$ cat config.mk
export PLATFORM = sky130hd
export DESIGN_NAME = i2c_display_write_framer
export DESIGN_NICKNAME = d
export VERILOG_FILES = /design/src/dwf_pkg.sv /design/src/dwf_front.sv /design/src/dwf_back.sv /design/src/i2c_display_write_framer.sv
export SDC_FILE = /design/constraint.sdc
export NUM_CORES = 1
export LEC_CHECK = 0
export BUFFER_PORTS_ARGS = -buffer_cell sky130_fd_sc_hd__buf_2
export CAP_MARGIN = 15
export CORE_MARGIN = 2
export CORE_UTILIZATION = 51
export DETAILED_ROUTE_END_ITERATION = 8
export GPL_ROUTABILITY_DRIVEN = 0
export PLACE_DENSITY = 0.83
export SKIP_LAST_GASP = 1
export SLEW_MARGIN = 30
export SYNTH_ARGS = -nofsm -noshare
export SYNTH_HDL_FRONTEND = slang
export SYNTH_SLANG_ARGS = --single-unit
export TNS_END_PERCENT = 30
$ cat constraint.sdc
create_clock -name i_clk -period 3.3 [get_ports i_clk]
set_input_delay 0.165 -clock i_clk [delete_from_list [all_inputs] [get_ports i_clk]]
set_output_delay 0.165 -clock i_clk [all_outputs]
set_load 0.02 [all_outputs]
$ cat src/dwf_pkg.sv
// ----------------------------------------------------------------------------
// dwf_pkg
// Shared types and constants for the display write framer.
// ----------------------------------------------------------------------------
package dwf_pkg;

    localparam int unsigned TPU_W     = 10;
    localparam int unsigned Q_DEPTH   = 2;
    localparam int unsigned Q_PTR_W   = (Q_DEPTH > 1) ? $clog2(Q_DEPTH) : 1;
    localparam int unsigned Q_CNT_W   = $clog2(Q_DEPTH + 1);

    localparam logic [TPU_W-1:0] TPU_RESET  = 10'd100;
    localparam logic [7:0]       ADDR_RESET = 8'h78;
    localparam logic [7:0]       CTRL_CMD   = 8'h00;
    localparam logic [7:0]       CTRL_DATA  = 8'h40;

    localparam logic [2:0] PADDR_TPU  = 3'd0;
    localparam logic [2:0] PADDR_ADDR = 3'd4;

    // hold lengths in microseconds, minus one
    localparam logic [2:0] US_START_A = 3'd4;
    localparam logic [2:0] US_START_B = 3'd5;
    localparam logic [2:0] US_BIT     = 3'd1;
    localparam logic [2:0] US_ACK     = 3'd2;
    localparam logic [2:0] US_STOP    = 3'd5;

    typedef enum logic [3:0] {
        SEG_IDLE,
        SEG_START_A,
        SEG_START_B,
        SEG_BIT_SET,
        SEG_BIT_HIGH,
        SEG_BIT_LOW,
        SEG_ACK_HIGH,
        SEG_ACK_LOW,
        SEG_STOP_A,
        SEG_STOP_B
    } t_seg;

    typedef struct packed {
        logic       req;
        logic [7:0] payload;
        logic       is_data;
    } t_item;

    typedef struct packed {
        logic dropped;
        logic busy_res;
        logic sda;
        logic scl;
    } t_result;

endpackage

$ cat src/dwf_front.sv
// ----------------------------------------------------------------------------
// dwf_front
// Input side: takes stream beats, tags requests and queues them for the engine.
// ----------------------------------------------------------------------------
module dwf_front (
    input  logic                i_clk,
    input  logic                i_rst_n,
    input  logic                i_valid,
    output logic                o_ready,
    input  logic                i_command,
    input  logic [7:0]          i_payload,
    input  logic                i_is_data,
    output logic                o_item_valid,
    input  logic                i_item_ready,
    output dwf_pkg::t_item      o_item
);

    dwf_pkg::t_item                  r_q [dwf_pkg::Q_DEPTH];
    logic [dwf_pkg::Q_PTR_W-1:0]     r_wr;
    logic [dwf_pkg::Q_PTR_W-1:0]     r_rd;
    logic [dwf_pkg::Q_CNT_W-1:0]     r_cnt;
    logic [dwf_pkg::Q_CNT_W-1:0]     n_cnt;
    logic                            push;
    logic                            pop;
    dwf_pkg::t_item                  in_item;

    localparam logic [dwf_pkg::Q_CNT_W-1:0] FULL = dwf_pkg::Q_CNT_W'(dwf_pkg::Q_DEPTH);
    localparam logic [dwf_pkg::Q_PTR_W-1:0] LAST = dwf_pkg::Q_PTR_W'(dwf_pkg::Q_DEPTH - 1);

    assign o_ready      = (r_cnt != FULL);
    assign o_item_valid = (r_cnt != '0);
    assign o_item       = r_q[r_rd];
    assign push         = i_valid && o_ready;
    assign pop          = o_item_valid && i_item_ready;

    always_comb begin
        in_item.req     = i_command;
        in_item.payload = i_payload;
        in_item.is_data = i_is_data;
        n_cnt = r_cnt;
        if (push && !pop) begin
            n_cnt = r_cnt + 1'b1;
        end else if (pop && !push) begin
            n_cnt = r_cnt - 1'b1;
        end
    end

    always_ff @(posedge i_clk) begin
        if (!i_rst_n) begin
            r_wr  <= '0;
            r_rd  <= '0;
            r_cnt <= '0;
        end else begin
            r_cnt <= n_cnt;
            if (push) begin
                r_wr <= (r_wr == LAST) ? '0 : r_wr + 1'b1;
            end
            if (pop) begin
                r_rd <= (r_rd == LAST) ? '0 : r_rd + 1'b1;
            end
        end
    end

    always_ff @(posedge i_clk) begin
        if (push) begin
            r_q[r_wr] <= in_item;
        end
    end

endmodule

$ cat src/dwf_back.sv
// ----------------------------------------------------------------------------
// dwf_back
// Bus engine: steps the segment timer once per queued beat and registers the
// line levels for the output stream.
// ----------------------------------------------------------------------------
module dwf_back (
    input  logic                        i_clk,
    input  logic                        i_rst_n,
    input  logic [dwf_pkg::TPU_W-1:0]   i_ticks_per_us,
    input  logic [7:0]                  i_device_address,
    input  logic                        i_item_valid,
    output logic                        o_item_ready,
    input  dwf_pkg::t_item              i_item,
    output logic                        o_valid,
    input  logic                        i_ready,
    output dwf_pkg::t_result            o_result
);

    dwf_pkg::t_seg                r_seg,   n_seg;
    logic [1:0]                   r_byte,  n_byte;
    logic [2:0]                   r_bit,   n_bit;
    logic [7:0]                   r_shift, n_shift;
    logic [7:0]                   r_held,  n_held;
    logic                         r_hdata, n_hdata;
    logic [2:0]                   r_us,    n_us;
    logic [dwf_pkg::TPU_W-1:0]    r_tick,  n_tick;
    logic                         r_out_valid;
    dwf_pkg::t_result             r_out,   n_out;
    logic [dwf_pkg::TPU_W-1:0]    reload;
    logic                         live;
    logic                         take;
    logic                         bitv;

    assign o_item_ready = !r_out_valid || i_ready;
    assign take         = i_item_valid && o_item_ready;
    assign o_valid      = r_out_valid;
    assign o_result     = r_out;
    assign reload       = (i_ticks_per_us == '0) ? '0 : i_ticks_per_us - 1'b1;
    assign live         = (r_seg >= dwf_pkg::SEG_START_A) && (r_seg <= dwf_pkg::SEG_STOP_B);

    always_comb begin
        n_seg   = r_seg;
        n_byte  = r_byte;
        n_bit   = r_bit;
        n_shift = r_shift;
        n_held  = r_held;
        n_hdata = r_hdata;
        n_us    = r_us;
        n_tick  = r_tick;
        n_out.scl      = 1'b1;
        n_out.sda      = 1'b1;
        n_out.busy_res = 1'b0;
        n_out.dropped  = 1'b0;
        bitv = 1'b1;

        if (!live) begin
            n_seg = dwf_pkg::SEG_IDLE;
            if (i_item.req) begin
                n_held  = i_item.payload;
                n_hdata = i_item.is_data;
                n_shift = i_device_address;
                n_byte  = '0;
                n_bit   = '0;
                n_seg   = dwf_pkg::SEG_START_A;
                n_us    = dwf_pkg::US_START_A;
                n_tick  = reload;
            end
        end else if (i_item.req) begin
            n_out.dropped = 1'b1;
        end

        if (n_seg != dwf_pkg::SEG_IDLE) begin
            n_out.busy_res = 1'b1;
            bitv = n_shift[7];
            case (n_seg)
                dwf_pkg::SEG_START_A:  begin n_out.scl = 1'b1; n_out.sda = 1'b1; end
                dwf_pkg::SEG_START_B:  begin n_out.scl = 1'b1; n_out.sda = 1'b0; end
                dwf_pkg::SEG_BIT_SET:  begin n_out.scl = 1'b0; n_out.sda = bitv; end
                dwf_pkg::SEG_BIT_HIGH: begin n_out.scl = 1'b1; n_out.sda = bitv; end
                dwf_pkg::SEG_BIT_LOW:  begin n_out.scl = 1'b0; n_out.sda = bitv; end
                dwf_pkg::SEG_ACK_HIGH: begin n_out.scl = 1'b1; n_out.sda = 1'b1; end
                dwf_pkg::SEG_ACK_LOW:  begin n_out.scl = 1'b0; n_out.sda = 1'b1; end
                dwf_pkg::SEG_STOP_A:   begin n_out.scl = 1'b1; n_out.sda = 1'b0; end
                default:               begin n_out.scl = 1'b1; n_out.sda = 1'b1; end
            endcase

            if (n_tick != '0) begin
                n_tick = n_tick - 1'b1;
            end else if (n_us != '0) begin
                n_us   = n_us - 1'b1;
                n_tick = reload;
            end else begin
                n_tick = reload;
                case (n_seg)
                    dwf_pkg::SEG_START_A: begin
                        n_seg = dwf_pkg::SEG_START_B;
                        n_us  = dwf_pkg::US_START_B;
                    end
                    dwf_pkg::SEG_START_B: begin
                        n_seg = dwf_pkg::SEG_BIT_SET;
                        n_us  = dwf_pkg::US_BIT;
                    end
                    dwf_pkg::SEG_BIT_SET: begin
                        n_seg = dwf_pkg::SEG_BIT_HIGH;
                        n_us  = dwf_pkg::US_BIT;
                    end
                    dwf_pkg::SEG_BIT_HIGH: begin
                        n_seg = dwf_pkg::SEG_BIT_LOW;
                        n_us  = dwf_pkg::US_BIT;
                    end
                    dwf_pkg::SEG_BIT_LOW: begin
                        n_shift = {n_shift[6:0], 1'b0};
                        if (n_bit == 3'd7) begin
                            n_bit = '0;
                            n_seg = dwf_pkg::SEG_ACK_HIGH;
                            n_us  = dwf_pkg::US_ACK;
                        end else begin
                            n_bit = n_bit + 1'b1;
                            n_seg = dwf_pkg::SEG_BIT_SET;
                            n_us  = dwf_pkg::US_BIT;
                        end
                    end
                    dwf_pkg::SEG_ACK_HIGH: begin
                        n_seg = dwf_pkg::SEG_ACK_LOW;
                        n_us  = dwf_pkg::US_ACK;
                    end
                    dwf_pkg::SEG_ACK_LOW: begin
                        if (n_byte >= 2'd2) begin
                            n_seg = dwf_pkg::SEG_STOP_A;
                            n_us  = dwf_pkg::US_STOP;
                        end else begin
                            n_byte = n_byte + 1'b1;
                            if (n_byte == 2'd1) begin
                                n_shift = n_hdata ? dwf_pkg::CTRL_DATA : dwf_pkg::CTRL_CMD;
                            end else begin
                                n_shift = n_held;
                            end
                            n_seg = dwf_pkg::SEG_BIT_SET;
                            n_us  = dwf_pkg::US_BIT;
                        end
                    end
                    dwf_pkg::SEG_STOP_A: begin
                        n_seg = dwf_pkg::SEG_STOP_B;
                        n_us  = dwf_pkg::US_STOP;
                    end
                    default: begin
                        n_seg  = dwf_pkg::SEG_IDLE;
                        n_us   = '0;
                        n_tick = '0;
                    end
                endcase
            end
        end
    end

    always_ff @(posedge i_clk) begin
        if (!i_rst_n) begin
            r_seg       <= dwf_pkg::SEG_IDLE;
            r_byte      <= '0;
            r_bit       <= '0;
            r_shift     <= '0;
            r_held      <= '0;
            r_hdata     <= 1'b0;
            r_us        <= '0;
            r_tick      <= '0;
            r_out_valid <= 1'b0;
        end else if (take) begin
            r_seg       <= n_seg;
            r_byte      <= n_byte;
            r_bit       <= n_bit;
            r_shift     <= n_shift;
            r_held      <= n_held;
            r_hdata     <= n_hdata;
            r_us        <= n_us;
            r_tick      <= n_tick;
            r_out_valid <= 1'b1;
        end else if (i_ready) begin
            r_out_valid <= 1'b0;
        end
    end

    always_ff @(posedge i_clk) begin
        if (take) begin
            r_out <= n_out;
        end
    end

    a_drop_busy: assert property (@(posedge i_clk) disable iff (!i_rst_n)
        r_out_valid && r_out.dropped |-> r_out.busy_res)
        else $error("dropped beat reported while not busy");

    a_idle_timer: assert property (@(posedge i_clk) disable iff (!i_rst_n)
        r_seg == dwf_pkg::SEG_IDLE |-> (r_us == '0) && (r_tick == '0))
        else $error("timer not cleared in idle");

    a_us_range: assert property (@(posedge i_clk) disable iff (!i_rst_n)
        r_us <= dwf_pkg::US_START_B)
        else $error("microsecond count out of range");

    a_start_slots: assert property (@(posedge i_clk) disable iff (!i_rst_n)
        r_seg == dwf_pkg::SEG_START_A |-> (r_byte == '0) && (r_bit == '0))
        else $error("slot counters not cleared at start");

    a_stall_hold: assert property (@(posedge i_clk) disable iff (!i_rst_n)
        r_out_valid && !i_ready |=> $stable(r_seg) && $stable(r_tick))
        else $error("engine advanced while output stalled");

endmodule

$ cat src/i2c_display_write_framer.sv
// ----------------------------------------------------------------------------
// i2c_display_write_framer
// Write-only bit-level I2C master framing single-byte display writes.
// ----------------------------------------------------------------------------
// Every input beat is one bus timer tick and yields exactly one output beat
// with the SCL/SDA levels for that tick plus busy and dropped flags.
// Input: s_axis_tdata carries the payload byte, s_axis_tuser carries the
// request flag and the data/command flag. A request seen while idle starts
// a frame: start, device address, control byte, payload (each followed by an
// unsampled acknowledge clock), stop. Requests seen while busy are dropped.
// Beats pass a two-entry queue into the engine; the engine steps once per beat
// and registers its result, so a beat passes the queue and the output register,
// and a beat is taken every cycle while the receiver keeps m_axis_tready high.
// When the receiver stalls the engine holds and the queue fills; s_axis_tready
// falls once two beats wait. Reset empties the queue and output register,
// returns the engine to idle, and loads ticks_per_us = 100 and
// device_address = 0x78. APB: ticks_per_us at 0x0, device_address at 0x4;
// write them only while the block is idle.
// ----------------------------------------------------------------------------
module i2c_display_write_framer (
    input  logic        i_clk,
    input  logic        i_rst_n,
    input  logic        s_axis_tvalid,
    output logic        s_axis_tready,
    input  logic [7:0]  s_axis_tdata,   // [7:0] payload
    input  logic [1:0]  s_axis_tuser,   // [0] command, [1] is_data
    output logic        m_axis_tvalid,
    input  logic        m_axis_tready,
    output logic [7:0]  m_axis_tdata,   // [0] scl, [1] sda, [2] busy_res, [3] dropped
    input  logic        psel,
    input  logic        penable,
    input  logic        pwrite,
    input  logic [2:0]  paddr,
    input  logic [31:0] pwdata,
    output logic [31:0] prdata,
    output logic        pready
);

    logic [dwf_pkg::TPU_W-1:0] r_tpu;
    logic [7:0]                r_addr;
    logic                      cfg_wr;
    logic                      item_valid;
    logic                      item_ready;
    dwf_pkg::t_item            item;
    dwf_pkg::t_result          result;

    assign pready = 1'b1;
    assign cfg_wr = psel && penable && pwrite && pready;

    always_ff @(posedge i_clk) begin
        if (!i_rst_n) begin
            r_tpu  <= dwf_pkg::TPU_RESET;
            r_addr <= dwf_pkg::ADDR_RESET;
        end else if (cfg_wr) begin
            if (paddr == dwf_pkg::PADDR_TPU) begin
                r_tpu <= pwdata[dwf_pkg::TPU_W-1:0];
            end
            if (paddr == dwf_pkg::PADDR_ADDR) begin
                r_addr <= pwdata[7:0];
            end
        end
    end

    always_comb begin
        case (paddr)
            dwf_pkg::PADDR_TPU:  prdata = {{(32 - dwf_pkg::TPU_W){1'b0}}, r_tpu};
            dwf_pkg::PADDR_ADDR: prdata = {24'd0, r_addr};
            default:             prdata = '0;
        endcase
    end

    dwf_front u_front (
        .i_clk        (i_clk),
        .i_rst_n      (i_rst_n),
        .i_valid      (s_axis_tvalid),
        .o_ready      (s_axis_tready),
        .i_command    (s_axis_tuser[0]),
        .i_payload    (s_axis_tdata),
        .i_is_data    (s_axis_tuser[1]),
        .o_item_valid (item_valid),
        .i_item_ready (item_ready),
        .o_item       (item)
    );

    dwf_back u_back (
        .i_clk            (i_clk),
        .i_rst_n          (i_rst_n),
        .i_ticks_per_us   (r_tpu),
        .i_device_address (r_addr),
        .i_item_valid     (item_valid),
        .o_item_ready     (item_ready),
        .i_item           (item),
        .o_valid          (m_axis_tvalid),
        .i_ready          (m_axis_tready),
        .o_result         (result)
    );

    assign m_axis_tdata = {4'd0, result.dropped, result.busy_res, result.sda, result.scl};

endmodule

==> results of run 1 <==
-- synthesized netlist by cell type, drive strengths merged (11+ instances only) --
master,n
and2,11
o211a,19
o21ai,42
nand3,19
buf,36
nand2,77
mux2i,38
nor2,63
nor3,15
dfxtp,63
a21oi,33
edfxtp,24
a21boi,17
clkbuf,37
-- layer usage --
metal	vias up	routed length, um	share of wire, %
met5	-	0	0
met2	195	5960	50
met4	0	264	2.2
met3	29	790	6.6
li1	2264	-	-
met1	2190	5010	42
-- what timing repair did --
action                                  4_1_cts  5_1_grt
resized for setup                             0        3
hold endpoints to repair                     20        0
endpoints found under the setup margin        0       20
hold buffers                                 10        0
-- report_power, final --
| part | internal, mW | switching, mW |
|---|---|---|
| Sequential | 1.34 | 0.128 |
| Clock | 0.298 | 0.444 |
| Combinational | 0.714 | 1.21 |
| Total | 2.35 | 1.79 |
-- how the worst min path moves through the flow --
stage                               start                end  slack [ns]
after CTS                       pwdata[2]           r_tpu[2]        0.01
after detailed placement  s_axis_tdata[3]  u_front.r_q[1][4]        0.36
after global placement    s_axis_tdata[6]  u_front.r_q[1][7]        0.35
after global routing            pwdata[5]          r_addr[5]        0.03
after floorplan           s_axis_tuser[1]  u_front.r_q[0][0]        0.26
final                           pwdata[2]           r_tpu[2]        0.03
-- worst max-delay path, delay by kind of cell (launching register included) --
kind | cells | cell delay [ns]
simple gates | 4 | 1.25
compound gates | 4 | 0.87
mux | 1 | 0.35
flops | 1 | 0.32
fa+ha+maj | 1 | 0.25
-- flip-flops by register name (all words and copies together), names as in the netlist, named ones only --
name	cells
u_back.r_held	8
r_tpu	10
u_front.r_q	20
u_back.r_bit	3
r_addr	8
u_front.r_rd	1
u_back.r_seg	4
u_back.o_valid	1
u_back.r_us	3
u_front.r_wr	1
u_back.r_hdata	1
u_back.o_result	4
u_back.r_shift	8
u_back.r_tick	10
u_front.r_cnt	2
u_back.r_byte	2
-- layout make-up --
cell class	instances	area, sq um	area share (%)
multi-input cells	482	3020	51.4
well taps	136	170	2.90
flip-flops and latches	87	1980	33.8
clock inverters	7	71.3	1.21
inverters	7	26.3	0.447
repair buffers	75	478	8.14
clock buffers	9	124	2.11
-- through the flow --
stage / area, sq um / cells
2_1_floorplan: 5420 / 649
6_report: 5870 / 803
4_1_cts: 5870 / 803
3_3_place_gp: 5570 / 777
3_5_place_dp: 5570 / 777
5_1_grt: 5870 / 803
-- logic make-up (layout without fill, tap and decap cells) --
group / after synthesis / in the layout / share of synthesized area [%]
AO/OA/AOI/OAI: 161 / 161 / 21.5
XOR/XNOR: 7 / 7 / 1.15
adder cells (fa/ha/maj): 10 / 10 / 2.35
buffers and inverters: 80 / 98 / 7.98
flip-flops: 87 / 87 / 37.2
multiplexers: 40 / 40 / 7.56
other: 2 / 27 / 0.141
AND/OR/NAND/NOR: 237 / 237 / 22.2
==> flow_metrics.env, run 1 <==
export IMPL_die_w_um=106
export IMPL_rsz0062_at_grt="no"
export IMPL_post_place_ws_ns=0.131
export IMPL_num_vias=4678
export IMPL_hold_slack_ns=0.0266
export IMPL_clk_pin_slew_worst_paths_ns=0.11
export IMPL_dp_hpwl_um=8440
export IMPL_crit_path_end="u_back.r_tick[3]"
export IMPL_cp_max_fo=13
export IMPL_syn_area_sq_mm=0.00533
export IMPL_relSlewSlack_pct=45.1
export IMPL_grt_max_degree=70
export IMPL_cpMaxStageDelayCell="or4_4"
export IMPL_synthFlopType="dfxtp_1"
export IMPL_post_cts_buffers=0
export IMPL_die_area_sq_mm=0.0113
export IMPL_antennaDiodeCount=0
export IMPL_power_density_mw_per_mm2=704
export IMPL_first_global_vias=4201
export IMPL_n_fill_cell=870
export IMPL_final_cell_mix="nand2_1, dfxtp_1, nor2_1"
export IMPL_cts_tree="yes"
export IMPL_wl_per_cell_um=15.0
export IMPL_ctsHtreeMaxLevel=3
export IMPL_drive_gt1_share_pct=16.0
export IMPL_overflow=0
export IMPL_leakagePower_nw=2.47
export IMPL_ir_drop_mv=0.395
export IMPL_ys_types=74
export IMPL_viasPerCell=5.83
export IMPL_outcome="completed"
export IMPL_hold_class="in2reg"
export IMPL_use_met3_pct=3.43
export IMPL_setup_viol=0
export IMPL_cts_root_buf="clkbuf_8"
export IMPL_antenna_found_initial=0
export IMPL_fmax_mhz=316
export IMPL_fin_skew_ns=0.0158
export IMPL_cp_start_kind="register"
export IMPL_ios=95
export IMPL_numPortBuffers=45
export IMPL_holdPathStages=3
export IMPL_synth_edff_count=24
export IMPL_synth_seq_cells=87
export IMPL_core_area_sq_mm=0.0102
export IMPL_maxSlewViolCount=0
export IMPL_cts_buffer_depth=2
export IMPL_reg2reg_depth=10
export IMPL_grtUsageMet1_pct=27.3
export IMPL_worstPathRequired_ns=3.56
export IMPL_hold_viol=0
export IMPL_yosysWarnings=0
export IMPL_start_util_pct=52.1
export IMPL_worstMarginPinSlew_ns=0.821
export IMPL_fin_crit_ns=3.17
export IMPL_drc=0
export IMPL_clk_latency_ns=0.37
export IMPL_r2r_slack_ns=0.13
export IMPL_startpoint="u_back.r_seg[0]"
export IMPL_r2r_end="u_back.r_tick[3]"
export IMPL_crit_arrival_ns=3.43
export IMPL_die_h_um=106
export IMPL_cts_buffers=9
export IMPL_final_common_cell="nand2_1"
export IMPL_syn2layout_area_growth_pct=10.2
export IMPL_seq_area_frac_synth_pct=37.2
export IMPL_fin_crit_sh_pct=96.0
export IMPL_cpPeakStageDelay_ns=0.57
export IMPL_netlist_instances=624
export IMPL_synth_area_top_cells="dfxtp_1, edfxtp_1, mux2i_1"
export IMPL_grt_busiest_layer="met2"
export IMPL_drtPass1Iterations=5
export IMPL_utilization_pct=57.4
export IMPL_grtUsageMet2_pct=35.9
export IMPL_crit_path_end_kind="register"
export IMPL_drv_cap=0
export IMPL_antenna_left=0
export IMPL_finalWirelength_um=12000
export IMPL_path_cells="or4_4, a21o_1, a21oi_1, ha_2, nand2_2, or3_4, nor2_4, mux2_1, o2111ai_1, a21boi_1"
export IMPL_grt_pass1_wl_um=19700
export IMPL_synth_top_area_cell="dfxtp_1"
export IMPL_fp_row_count=37
export IMPL_grt_usage_pct=21.3
export IMPL_synth_top_area_share_pct=23.7
export IMPL_worst_slack_ns=0.134
export IMPL_synthArstFlopShare_pct=0
export IMPL_first_iter_violations=308
export IMPL_p_total_mw=4.13
export IMPL_num_nets_final=724
export IMPL_path_class="reg2reg"
export IMPL_avgSynthCellArea_sq_um=8.54
export IMPL_cts_sinks=87
export IMPL_r2r_start="u_back.r_seg[0]"
export IMPL_setup_tns_final_ns=0
Note: power is estimated with default switching activity, not from simulation.
==> run 2: changes to the inputs <==
--- a/config.mk
+++ b/config.mk
@@ -11,6 +11,7 @@
 export CORE_UTILIZATION = 51
 export DETAILED_ROUTE_END_ITERATION = 8
 export GPL_ROUTABILITY_DRIVEN = 0
+export GPL_TIMING_DRIVEN = 0
 export PLACE_DENSITY = 0.83
 export SKIP_LAST_GASP = 1
 export SLEW_MARGIN = 30
==> flow_metrics.env, run 2 (synthesis results as in run 1) <==
export IMPL_crit_top_cell="buf_4"
export IMPL_maxSlewViolCount=0
export IMPL_crit_path_end_kind="register"
export IMPL_path_class="reg2reg"
export IMPL_num_vias=5153
export IMPL_die_area_sq_mm=0.0113
export IMPL_die_h_um=106
export IMPL_holdPathStages=3
export IMPL_fin_cells=864
export IMPL_crit_arrival_ns=3.59
export IMPL_drive_gt1_share_pct=21.7
export IMPL_final_common_cell="nand2_1"
export IMPL_setup_viol=0
export IMPL_grt_max_degree=19
export IMPL_cts_root_buf="clkbuf_8"
export IMPL_cpPeakStageDelay_ns=0.56
export IMPL_relSlewSlack_pct=43.7
export IMPL_multi_input_area_sq_mm=0.00314
export IMPL_cts_buffer_depth=2
export IMPL_syn2layout_area_growth_pct=19.5
export IMPL_ios=95
export IMPL_final_cell_mix="nand2_1, dfxtp_1, nor2_1"
export IMPL_drc=0
export IMPL_worstPathRequired_ns=3.62
export IMPL_drv_cap=0
export IMPL_fp_row_count=37
export IMPL_top_regs="u_front.r_q x20, r_tpu x10, u_back.r_tick x10"
export IMPL_largest_reg_flops=20
export IMPL_cts_tree="yes"
export IMPL_viasPerCell=5.96
export IMPL_finalWirelength_um=14600
export IMPL_clk_latency_ns=0.37
export IMPL_first_global_vias=4848
export IMPL_fin_crit_sh_pct=99.1
export IMPL_cpMaxStageDelayCell="or4_4"
export IMPL_cts_sinks=87
export IMPL_outcome="completed"
export IMPL_grt_pass1_wl_um=22500
export IMPL_first_iter_violations=715
export IMPL_hold_viol=0
export IMPL_wl_per_cell_um=16.9
export IMPL_grt_usage_pct=25.0
export IMPL_antenna_left=0
export IMPL_dp_cells=828
export IMPL_power_density_mw_per_mm2=715
export IMPL_cp_start_kind="register"
export IMPL_numPortBuffers=43
export IMPL_hold_class="in2reg"
export IMPL_die_w_um=106
export IMPL_ctsHtreeMaxLevel=3
export IMPL_path_cells="buf_6, or4_4, a21oi_4, buf_4, clkbuf_4, nor2_1, ha_2, o21ai_0, nand2_1, buf_4, or3_1, o211ai_1, o211a_1"
export IMPL_antennaDiodeCount=0
export IMPL_regMostFlops="u_front.r_q"
export IMPL_antenna_found_initial=0
export IMPL_ir_drop_mv=0.426
export IMPL_fin_skew_ns=0.0156
export IMPL_overflow=0
export IMPL_cp_max_fo=10
export IMPL_n_fill_cell=819
export IMPL_drtPass1Iterations=6
export IMPL_reg2reg_depth=13
export IMPL_setup_tns_final_ns=0
export IMPL_worstMarginPinSlew_ns=0.841
export IMPL_num_nets_final=785
export IMPL_cts_buffers=9
export IMPL_clk_pin_slew_worst_paths_ns=0.10
export IMPL_start_util_pct=52.1
export IMPL_seqCellArea_sq_mm=0.00198
export IMPL_fmax_mhz=306
export IMPL_core_area_sq_mm=0.0102
export IMPL_leakagePower_nw=2.71
export IMPL_fin_crit_ns=3.27
export IMPL_dp_hpwl_um=10000
run 2: cell types whose count changed in the layout (fill, tap and decap cells not counted), moves of 2 or more:
cell      previous run  this run
clkbuf_4             0         2
o221ai_1             9         3
mux2i_1             38        36
nand2_4              0         2
clkbuf_1             0        30
o221ai_2             0         6
a21oi_2              2         4
buf_2               44        48
buf_4               21        41
a21oi_1             30        28
buf_6                0         2
mux2i_2              0         2
run 2: layer usage:
layer / track usage (%) / vias to the layer above / routed length (um)
met1: 29.3 / 2351 / 5440
met4: 15.0 / 0 / 875
met3: 4.66 / 82 / 1350
met5: 0 / - / 0
met2: 42.3 / 323 / 6920
li1: - / 2397 / -
run 2: worst max-delay path: cells and delay by family, from the launching register on:
family	cells	cell delay [ns]
and+or+nand+nor	4	1.15
buffers and inverters	4	0.83
AOI/OAI and AO/OA	4	0.69
DFF	1	0.33
adders and majority gates	1	0.21
run 2: power by group:
group | switching, mW | total [mW] | internal (mW) | leakage [nW]
clock network | 0.437 | 0.733 | 0.296 | 0.0995
registers | 0.141 | 1.48 | 1.34 | 0.733
logic | 1.43 | 2.34 | 0.912 | 1.88
run 2: area by class of cell:
cell class | instances | area share (%)
Tap cell | 136 | 2.67
Timing Repair Buffer | 66 | 6.74
Inverter | 7 | 0.412
Multi-Input combinational cell | 482 | 49.2
Clock inverter | 7 | 1.12
Clock buffer | 9 | 1.94
Buffer | 70 | 6.74
Sequential cell | 87 | 31.1
run 2: timing repair:
action                                  4_1_cts  5_1_grt
gates resized for setup                      19       29
hold buffers                                 10        0
pin swaps                                     5       12
endpoints found under the setup margin       30       29
setup buffers                                 3       10
hold endpoints to repair                     20        0
run 2: through the flow:
stage / worst slack (ns) / hold slack, ns / instance area (sq um) / util [%] / total power [mW]
4_1_cts: -0.0220 / 0.0104 / 6190 / 60.5 / 4.28
3_3_place_gp: -0.764 / 0.352 / 5810 / 56.8 / 3.35
2_1_floorplan: 0.0462 / 0.264 / 5420 / - / 2.94
3_5_place_dp: -0.914 / 0.356 / 5810 / 56.8 / 3.43
5_1_grt: -0.0532 / 0.0315 / 6370 / 62.3 / 4.78
6_report: 0.0289 / 0.0130 / 6370 / 62.3 / 4.55
run 2: worst paths after layout:
check        slack (ns)          endpoint            start
max                0.03  u_back.r_tick[1]  u_back.r_seg[1]
min                0.01          r_tpu[5]        pwdata[5]
max reg2reg        0.03  u_back.r_tick[1]  u_back.r_seg[1]
min reg2reg        0.47    u_back.r_us[0]   u_back.r_us[0]
==> run 3: changes to the inputs <==
--- a/config.mk
+++ b/config.mk
@@ -5,6 +5,7 @@
 export SDC_FILE = /design/constraint.sdc
 export NUM_CORES = 1
 export LEC_CHECK = 0
+export ABC_AREA = 1
 export BUFFER_PORTS_ARGS = -buffer_cell sky130_fd_sc_hd__buf_2
 export CAP_MARGIN = 15
 export CORE_MARGIN = 2
@@ -12,7 +13,8 @@
 export DETAILED_ROUTE_END_ITERATION = 8
 export GPL_ROUTABILITY_DRIVEN = 0
 export GPL_TIMING_DRIVEN = 0
-export PLACE_DENSITY = 0.83
+export PLACE_DENSITY = 0.82
+export SKIP_CTS_REPAIR_TIMING = 1
 export SKIP_LAST_GASP = 1
 export SLEW_MARGIN = 30
 export SYNTH_ARGS = -nofsm -noshare
==> flow_metrics.env, run 3 <==
export IMPL_yosysWarnings=0
export IMPL_start_util_pct=52.9
export IMPL_utilization_pct=60.9
export IMPL_min_from="pwdata[5]"
export IMPL_maxSlewViolCount=0
export IMPL_antenna_left=0
export IMPL_synth_adder_area_share_pct=2.27
export IMPL_fin_crit_ns=3.08
export IMPL_top_regs="u_front.r_q x20, r_tpu x10, u_back.r_tick x10"
export IMPL_internal_power_mw=2.51
export IMPL_multi_input_area_sq_mm=0.00290
export IMPL_final_area_sq_mm=0.00634
export IMPL_crit_arrival_ns=3.32
export IMPL_wl_per_cell_um=13.4
export IMPL_antennaDiodeCount=0
export IMPL_outcome="completed"
export IMPL_fp_row_count=37
export IMPL_hold_slack_ns=0.0160
export IMPL_syn2layout_area_growth_pct=15.1
export IMPL_ctsHtreeMaxLevel=3
export IMPL_worstPathRequired_ns=3.53
export IMPL_cts_buffers=9
export IMPL_drc=0
export IMPL_cts_buffer_depth=2
export IMPL_power_density_mw_per_mm2=748
export IMPL_seqCellArea_sq_mm=0.00198
export IMPL_drv_cap=0
export IMPL_num_vias=5306
export IMPL_synthXorXnorAreaFrac_pct=0.159
export IMPL_synth_most_common_cell="nand2_1"
export IMPL_clk_pin_slew_worst_paths_ns=0.11
export IMPL_setup_viol=0
export IMPL_combPwrFrac_pct=51.7
export IMPL_hold_class="in2reg"
export IMPL_overflow=0
export IMPL_synth_area_top_cells="dfxtp_1, nand2_1, edfxtp_1"
export IMPL_syn_area_sq_mm=0.00551
export IMPL_grt_usage_pct=23.9
export IMPL_cp_start_kind="register"
export IMPL_synthTopCellsByCount="nand2_1, inv_1, o21ai_0, dfxtp_1, a21oi_1"
export IMPL_regMostFlops="u_front.r_q"
export IMPL_first_iter_violations=439
export IMPL_num_nets_final=940
export IMPL_cp_max_fo=10
export IMPL_dp_hpwl_um=9900
export IMPL_first_global_vias=4774
export IMPL_p_switching_mw=2.23
export IMPL_crit_path_end_kind="register"
export IMPL_antenna_found_initial=0
export IMPL_die_h_um=108
export IMPL_relSlewSlack_pct=42.8
export IMPL_drtPass1Iterations=5
export IMPL_placed_cell_area_sq_mm=0.00600
export IMPL_worstMarginPinSlew_ns=0.855
export IMPL_synthArstFlopShare_pct=0
export IMPL_p_clk_share_pct=17.5
export IMPL_synth_edff_count=24
export IMPL_netlist_instances=787
export IMPL_rsz0062_at_grt="yes"
export IMPL_die_area_sq_mm=0.0117
export IMPL_seq_area_frac_synth_pct=36.0
export IMPL_cts_tree="yes"
export IMPL_cts_root_buf="clkbuf_8"
export IMPL_synth_top_area_cell="dfxtp_1"
export IMPL_n_fill_cell=953
export IMPL_final_cell_mix="nand2_1, inv_1, o21ai_0"
export IMPL_fin_skew_ns=0.0185
export IMPL_hold_viol=0
export IMPL_yosys_area_share_simple_pct=29.2
export IMPL_fin_crit_sh_pct=93.4
export IMPL_synth_compound_area_share_pct=16.8
export IMPL_seqPwrFrac_pct=30.8
export IMPL_core_area_sq_mm=0.0104
export IMPL_viasPerCell=5.21
export IMPL_numPortBuffers=45
export IMPL_final_common_cell="nand2_1"
export IMPL_clk_latency_ns=0.38
export IMPL_synthFlopType="dfxtp_1"
export IMPL_synth_mux_area_share_pct=2.09
export IMPL_drive_gt1_share_pct=18.8
export IMPL_leakagePower_nw=3.02
export IMPL_swShare_pct=47.1
export IMPL_ios=95
export IMPL_synth_top_family_by_area="simple AND/OR/NAND/NOR gates"
export IMPL_cts_sinks=87
export IMPL_synth_seq_cells=87
export IMPL_ir_drop_mv=0.403
export IMPL_grt_max_degree=19
export IMPL_avgSynthCellArea_sq_um=7.00
export IMPL_path_class="reg2reg"
export IMPL_fmax_mhz=324
export IMPL_finalWirelength_um=13700
export IMPL_ys_types=41
export IMPL_die_w_um=108
export IMPL_largest_reg_flops=20
export IMPL_synth_top_area_share_pct=22.9
export IMPL_grt_pass1_wl_um=22000
## run 3: cell count changes after synthesis, moves of 13 or more
cell,previous run,this run
o211a_1,19,0
nand2_2,3,16
nand2_1,74,207
nand3_1,19,44
inv_1,7,89
a21oi_1,30,52
o21ai_0,31,77
mux2i_1,38,7
clkbuf_1,37,16
nor2_1,60,45
## run 3: metrics by stage
step                      setup TNS [ns]  cells  power, mW  setup WS (ns)
after floorplan                        0    812       3.27          0.618
after global placement           -0.0708    993       3.81        -0.0397
after detailed placement          -0.184    993       3.85        -0.0796
after CTS                         -0.386   1009       4.67         -0.131
after global routing             -0.0211   1019       5.09        -0.0152
final                                  0   1019       4.74          0.218
## run 3: logic make-up (layout without fill, tap and decap cells)
logic type,Yosys count,after routing
AND/OR/NAND/NOR,354,354
AO/OA/AOI/OAI,169,169
buffers and inverters,153,224
XOR/XNOR,1,1
multiplexers,11,11
flip-flops,87,87
other,2,27
adder cells (fa/ha/maj),10,10
## run 3: path summary, 6_finish.rpt
path	endpoint	slack (ns)	depth (start not counted)
worst max-delay path	u_back.r_tick[4]	0.22	18
worst min register to register	u_back.r_held[6]	0.46	2
worst max register to register	u_back.r_tick[4]	0.22	18
worst min-delay path	r_addr[5]	0.02	3
## run 3: area by class of cell
type	count	area share [%]
multi-input combinational	572	45.7
sequential	87	31.3
buffer	56	5.96
inverter	97	5.78
timing repair buffer	55	5.13
tap	136	2.68
clock buffer	9	1.95
clock inverter	7	1.54
## run 3: power by group through the flow
| stage | clock network [mW] | logic, mW | registers [mW] |
|---|---|---|---|
| floorplan | 0 | 1.79 | 1.48 |
| global placement | 0 | 2.33 | 1.47 |
| detailed placement | 0 | 2.37 | 1.48 |
| CTS | 0.837 | 2.38 | 1.46 |
| global route | 0.873 | 2.74 | 1.49 |
| finish | 0.829 | 2.45 | 1.46 |
## run 3: routing by layer
layer | part of all wire (%) | track usage (%) | vias to the layer above
li1 | - | - | 2706
met1 | 42 | 30.3 | 2370
met2 | 48 | 39.8 | 203
met3 | 7.8 | 4.52 | 27
met4 | 2.5 | 10.3 | 0
met5 | 0 | 0 | -
## run 3: critical path, stage by stage, from the launching register on
cell and delay (ns):
dfxtp_1 0.38, buf_6 0.17, nand2_2 0.07, o21ai_2 0.13, nand3_4 0.19, buf_6 0.20
clkbuf_4 0.21, buf_4 0.20, nand2_1 0.11, ha_1 0.16, ha_1 0.16, clkbuf_4 0.21
nand3_2 0.19, inv_1 0.19, o211ai_1 0.10, nand2_1 0.07, nand2_1 0.05, nand2_1 0.06
a21oi_1 0.06
